--- config.mk ---
export PLATFORM = sky130hd
export DESIGN_NAME = ebph_queue
export DESIGN_NICKNAME = d
export VERILOG_FILES = /design/src/design/energy_binned_pixel_histogram_top_assert.svh /design/src/design/ebph_pkg.sv /design/src/design/ebph_queue.sv
export SDC_FILE = /design/constraint.sdc
export NUM_CORES = 1
export LEC_CHECK = 0
export ABC_AREA = 0
export BUFFER_PORTS_ARGS = -buffer_cell sky130_fd_sc_hd__buf_4
export CORE_UTILIZATION = 26
export CTS_CLUSTER_DIAMETER = 50
export DETAILED_ROUTE_END_ITERATION = 10
export SLEW_MARGIN = 25
export SYNTH_ARGS = -nofsm -noshare
export SYNTH_HDL_FRONTEND = slang
export SYNTH_SLANG_ARGS = --single-unit
--- constraint.sdc ---
create_clock -name clk -period 3.5 [get_ports clk]
set_clock_uncertainty 0.05 [all_clocks]
set_input_delay 0.7 -clock clk [delete_from_list [all_inputs] [get_ports clk]]
set_output_delay 0.7 -clock clk [all_outputs]
set_load 0.02 [all_outputs]
--- src/design/energy_binned_pixel_histogram_top_assert.svh ---
// ----------------------------------------------------------------------------
// Assertion macros for the energy binned pixel histogram
// Concurrent checks that compile away when NO_ASSERTIONS is set.
// ----------------------------------------------------------------------------
`ifndef ENERGY_BINNED_PIXEL_HISTOGRAM_TOP_ASSERT_SVH
`define ENERGY_BINNED_PIXEL_HISTOGRAM_TOP_ASSERT_SVH

`ifndef NO_ASSERTIONS
// Condition implies a property in the same cycle
`define EBPH_ASSERT(label, clk, rst_n, prop, msg) \
	label: assert property (@(posedge clk) disable iff (!rst_n) prop) else $error(msg);
// Condition implies a property in the next cycle
`define EBPH_ASSERT_NEXT(label, clk, rst_n, cond, prop, msg) \
	label: assert property (@(posedge clk) disable iff (!rst_n) (cond) |=> (prop)) \
		else $error(msg);
`else
`define EBPH_ASSERT(label, clk, rst_n, prop, msg)
`define EBPH_ASSERT_NEXT(label, clk, rst_n, cond, prop, msg)
`endif

`endif

--- src/design/ebph_pkg.sv ---
// ----------------------------------------------------------------------------
// ebph_pkg
// Shared sizes, codes and types of the energy binned pixel histogram.
// ----------------------------------------------------------------------------
package ebph_pkg;

	// Image geometry
	localparam int ENERGY_BINS  = 16;
	localparam int IMAGE_WIDTH  = 64;
	localparam int IMAGE_HEIGHT = 64;
	localparam int CELLS        = ENERGY_BINS * IMAGE_WIDTH * IMAGE_HEIGHT;

	localparam int BIN_W  = $clog2(ENERGY_BINS);
	localparam int COL_W  = $clog2(IMAGE_WIDTH);
	localparam int ROW_W  = $clog2(IMAGE_HEIGHT);
	localparam int ADDR_W = $clog2(CELLS);

	// Field widths
	localparam int ENERGY_W  = 24;
	localparam int POS_W     = 24;
	localparam int SCALE_W   = 32;
	localparam int WEIGHT_W  = 32;
	localparam int SUM_W     = 48;
	localparam int EPROD_W   = ENERGY_W + SCALE_W;
	localparam int PIX_W     = POS_W + SCALE_W + 1;
	localparam int FRAC_BITS = 16;

	// Queue between front and back
	localparam int QUEUE_DEPTH = 4;
	localparam int QPTR_W      = $clog2(QUEUE_DEPTH);

	// Configuration port
	localparam int CFG_IDX_W  = 3;
	localparam int CFG_DATA_W = 32;

	localparam logic [CFG_IDX_W-1:0] REG_MIN_ENERGY = 3'd0;
	localparam logic [CFG_IDX_W-1:0] REG_MAX_ENERGY = 3'd1;
	localparam logic [CFG_IDX_W-1:0] REG_EBIN_SCALE = 3'd2;
	localparam logic [CFG_IDX_W-1:0] REG_X_SCALE    = 3'd3;
	localparam logic [CFG_IDX_W-1:0] REG_Y_SCALE    = 3'd4;

	// Input kinds
	localparam logic [1:0] KIND_HIT   = 2'd0;
	localparam logic [1:0] KIND_READ  = 2'd1;
	localparam logic [1:0] KIND_CLEAR = 2'd2;

	// Result status codes
	localparam logic [2:0] STATUS_ACCUM      = 3'd0;
	localparam logic [2:0] STATUS_NOT_PHOTON = 3'd1;
	localparam logic [2:0] STATUS_ENERGY     = 3'd2;
	localparam logic [2:0] STATUS_OUTSIDE    = 3'd3;
	localparam logic [2:0] STATUS_DONE       = 3'd4;

	// Back-end operations
	localparam logic [1:0] OP_NOTE  = 2'd0;
	localparam logic [1:0] OP_ACC   = 2'd1;
	localparam logic [1:0] OP_READ  = 2'd2;
	localparam logic [1:0] OP_CLEAR = 2'd3;

	// Classified work handed from front to back
	typedef struct packed {
		logic [1:0]          op;
		logic                taken;
		logic [2:0]          status;
		logic [ADDR_W-1:0]   addr;
		logic [WEIGHT_W-1:0] beta_w;
		logic [WEIGHT_W-1:0] delta_w;
	} job_t;

	// Queue fill status
	typedef struct packed {
		logic full;
		logic empty;
	} q_stat_t;

	// One result word
	typedef struct packed {
		logic             taken;
		logic [2:0]       status;
		logic [SUM_W-1:0] beta;
		logic [SUM_W-1:0] delta;
	} result_t;

endpackage

--- src/design/ebph_queue.sv ---
// ----------------------------------------------------------------------------
// ebph_queue
// Short job queue between the classifying front and the memory back end.
// ----------------------------------------------------------------------------
module ebph_queue (
	input  logic              clk,
	input  logic              arst_n,
	input  logic              push,
	input  ebph_pkg::job_t    push_job,
	input  logic              pop,
	output ebph_pkg::job_t    head,
	output ebph_pkg::q_stat_t q_st
);

	localparam logic [ebph_pkg::QPTR_W-1:0] LAST_PTR =
		ebph_pkg::QPTR_W'(ebph_pkg::QUEUE_DEPTH - 1);

	ebph_pkg::job_t                entries_q [ebph_pkg::QUEUE_DEPTH];
	logic [ebph_pkg::QPTR_W-1:0]   wr_q;
	logic [ebph_pkg::QPTR_W-1:0]   rd_q;
	logic [ebph_pkg::QPTR_W:0]     cnt_q;

	assign head       = entries_q[rd_q];
	assign q_st.empty = (cnt_q == '0);
	assign q_st.full  = (cnt_q == (ebph_pkg::QPTR_W + 1)'(ebph_pkg::QUEUE_DEPTH));

	// Advance pointers and count
	always_ff @(posedge clk or negedge arst_n) begin
		if (!arst_n) begin
			wr_q  <= '0;
			rd_q  <= '0;
			cnt_q <= '0;
		end else begin
			if (push) begin
				wr_q <= (wr_q == LAST_PTR) ? '0 : wr_q + 1'b1;
			end
			if (pop) begin
				rd_q <= (rd_q == LAST_PTR) ? '0 : rd_q + 1'b1;
			end
			if (push && !pop) begin
				cnt_q <= cnt_q + 1'b1;
			end else if (pop && !push) begin
				cnt_q <= cnt_q - 1'b1;
			end
		end
	end

	// Store pushed word
	always_ff @(posedge clk) begin
		if (push) begin
			entries_q[wr_q] <= push_job;
		end
	end

endmodule

* Yosys cells after proc, flatten, opt, wreduce, memory -nomap -nowiden
Memory sizes are Yosys's and may differ from the RTL's.
Index checks and enable logic that the tools add are counted.
** Cells by class
- Equal/unequal tests :: 3
- Add/subtract/negate cells :: 4
- Reductions and logical operators :: 6
- Mux-type cells :: 6
** Operators with widths (count)
- $mux W3 :: 2
- $add A2 B1 Y2 const B :: 2
- $eq A2 B2 Y1 const B :: 2
- $mux W2 :: 2
- $add A3 B1 Y3 const B :: 1
- $eq A3 B3 Y1 const B :: 1
- $logic_not A3 Y1 :: 1
- $sub A3 B1 Y3 const B :: 1
- $logic_and A1 B1 Y1 :: 2
- $logic_not A1 Y1 :: 2
- $mux W1 :: 2
- $reduce_bool A2 Y1 :: 1
** Word-level totals
- Memory bits (writable) :: 344
- Memories kept :: 1
- Input bits :: 90
- Output and inout bits :: 88
- Bits in registers :: 7
- Word-level logic and storage cells :: 23
** Memories
- entries_q :: words 4, width 86, rd ports 1, clocked after Yosys merged registers in 0, write ports 1, RTL line ebph_queue.sv:18 : ebph_pkg::job_t entries_q [ebph_pkg::QUEUE_DEPTH];

* Depth between registers and ports, before layout
- Word-level depth :: 4
- Gate-level depth with buffers :: 7
- Gate-level depth less buffers :: 7

* Least setup slack after synthesis
Ideal clock, no wire load.
- Path kind :: input -> register
- Start :: input port push
- End :: memory entries_q[0][0] (netlist bit) (enable)
- Library setup time :: 0.454 ns
- Path buffers :: 0
- Data arrival time :: 2.697 ns
- Required time :: 2.996 ns
- Slack :: 0.299 ns
- Stages :: 1
- Path through :: and2_1
** Between the ends
- Word-level cells in the longest chain between the ends :: 2
** RTL lines
- start: declaration :: RTL line ebph_queue.sv:8 : input logic push,
- $mux W1 :: RTL line ebph_queue.sv:50 : if (push) begin
- $mux W1 (not written as such) :: RTL line ebph_queue.sv:51 : entries_q[wr_q] <= push_job;
- end: declaration :: RTL line ebph_queue.sv:18
Every way passes these cells.

==> run metrics <==
status=finished, final reports clean; mux share of post-synthesis cell area=15.37%; mean cell area of the mapped netlist=26.33 sq um; Post-Syn Instances=487; Critical Path RT=2.75 ns; Final Cycle Share=88.75%; Final Net Count=801; Synth Area in Compound Gates=0.07806%; Worst-Margin Slew=0.5742 ns; Die X-Extent=224.1 microns; core area=0.04875 sq mm; sequential-to-total area share from yosys stat=81.92%; clock-pin slew on the worst setup and hold paths=0.05 ns; Synth area leaders=edfxtp_1, mux4_2, dfrtp_1; largest net degree at the start of global routing=47; Crit. End Element=output pin; final hold violation count=0; biggest area consumer among synthesized cells=edfxtp_1; f_max=0.3219 GHz; Vias=5745; largest family of logic cells by synthesized area=multiplexers; TNS Setup=0 ns; Worst-Skew Late Latency=0.55 ns; TritonRoute pass-1 iters=4; largest fanout on the critical path=37; first-pass GRT wire length=38.47 mm; CTS tree=yes; max-slew violations=0; clk buf depth=3; Finished Core Util=33.85%; fin crit period=3.106 ns; Peak supply drop=537.9 uV; CTS Sinks=351; syn nets=584; register area=0.01051 sq mm; mapped cell area=0.01282 sq mm; drt via density=4.092; WS Path Type=flop to output pin; FP Rows=81; initial cell density of the core=26.31%; number of global-route vias before repair=6213; Hold Path Class=input port to flop; final WL=25.86 mm; multi-input logic area=0.002168 sq mm; # H-tree levels=2; Avg WL per Cell=18.42 microns; Boundary Pins=178; P_leak=5.558 nW; CTS buffer count=44; top-area cell type share of the netlist area=80.55%; antenna viol nets, final=0; crit path DAT=2.36 ns; Worst slew margin=61.72%; Die H=224.1 microns; Synth cell types=21; share of layout cells above drive strength 1=47.63%; Filler Cells Inserted=4576; Hold WS=0.2978 ns; RSZ-0062 raised after global routing=false; initial DRC count=337; Area growth syn-to-layout=28.70%; DP HPWL=15.47 mm; Setup Viol. Count Final=0; Synth Register Bits=351; CP Launch Type=flop; Post-CTS Resized=0; Total Routing Usage GR=10.41%; pwr dens=872.9 mW/mm^2; initial antenna violation count=1; Synth Area in Adders=0.7415%; commonest non-fill, non-tap cell in the layout=edfxtp_1; RD Place Congestion=0.6492; grt ovf=0; Synth Warn #=0; die area=0.05021 sq mm; Post-CTS Setup Inserts=0; Synth Area in XOR/XNOR=0.2049%; commonest cells after routing, fill and taps aside=edfxtp_1, buf_4, mux4_2; DR DRC count=0; number of port buffers=177; clk root buf=clkbuf_16; maxcap violations=0; simple logic cell fraction of the synthesized area=0.4391%
==> power breakdown <==
group          internal [W]  switching (W)
combinational       0.00205        0.00233
sequential          0.00539       0.000278
clock               0.00261        0.00175
==> critical path, cell delays in order (launching register included) <==
cell	delay (ns)
dfrtp_4	0.66
buf_12	0.33
mux4_2	0.58
buf_4	0.18
==> per-stage QoR <==
step                      cells  power [W]  cell area, sq um  setup slack (ns)
after global routing       1403    0.01508             16500            0.2385
final                      1404    0.01441             16500            0.3936
after floorplan             487   0.008512             12820            0.2994
after CTS                  1403    0.01472             16500            0.2727
after detailed placement   1321    0.01028             15070            0.8934
after global placement     1321    0.01024             15070            0.8997
==> cell type report <==
| cell class | count | share of cell area (%) |
|---|---|---|
| flip-flops and latches | 351 | 63.70 |
| multi-input cells | 112 | 13.14 |
| repair buffers | 191 | 9.386 |
| clock buffers | 52 | 6.983 |
| well taps | 664 | 5.034 |
| clock inverters | 29 | 1.653 |
| inverters | 4 | 0.09098 |
| diodes | 1 | 0.01516 |
==> flip-flops by register name (all words and copies together) (netlist names) <==
register,count
entries_q,344
cnt_q,3
wr_q,2
rd_q,2
==> repair_timing <==
action / in CTS / in global routing
hold buffers: 1 / 0
hold endpoints to repair: 7 / 0
endpoints found under the setup margin: 0 / 0
==> synth_stat cells, drive strengths merged <==
master / count
ha: 6
mux2: 3
fa: 1
mux4: 86
xor2: 2
o21ai: 2
edfxtp: 344
clkbuf: 4
xnor2: 1
nor3: 1
inv: 4
dfrtp: 7
nor2: 3
nor3b: 1
buf: 16
and2: 4
nand2: 2
==> per-layer routing <==
metal	GRT usage (%)	up-vias	share of wire, %
li1	-	2548	-
met1	13.17	2991	44
met2	16.64	169	48
met3	3.659	35	6.6
met4	3.336	2	2.0
met5	0	-	0.050
==> final timing paths <==
| kind | cells after the start | from | slack (ns) | endpoint |
|---|---|---|---|---|
| setup / recovery | 3 | rd_q[0]$_DFFE_PN0P_ | 0.39 | head[73] |
| hold / removal | 1 | push_job[80] | 0.30 | entries_q[3][80]$_DFFE_PP_ |
| setup reg to reg | 4 | wr_q[0]$_DFFE_PN0P_ | 1.53 | entries_q[2][16]$_DFFE_PP_ |
| hold reg to reg | 1 | cnt_q[2]$_DFFE_PN0P_ | 0.44 | cnt_q[2]$_DFFE_PN0P_ |
| max in group asynchronous | 2 | arst_n | 2.78 | rd_q[1]$_DFFE_PN0P_ |
| min in group asynchronous | 2 | arst_n | 0.46 | cnt_q[1]$_DFFE_PN0P_ |
==> logic make-up after synthesis <==
| group | after synthesis |
|---|---|
| flops | 351 |
| mux | 89 |
| buf+inv | 24 |
| simple gates | 11 |
| fa+ha+maj | 7 |
| xor+xnor | 3 |
| compound gates | 2 |
No activity file was read; power rests on OpenSTA's default activity.
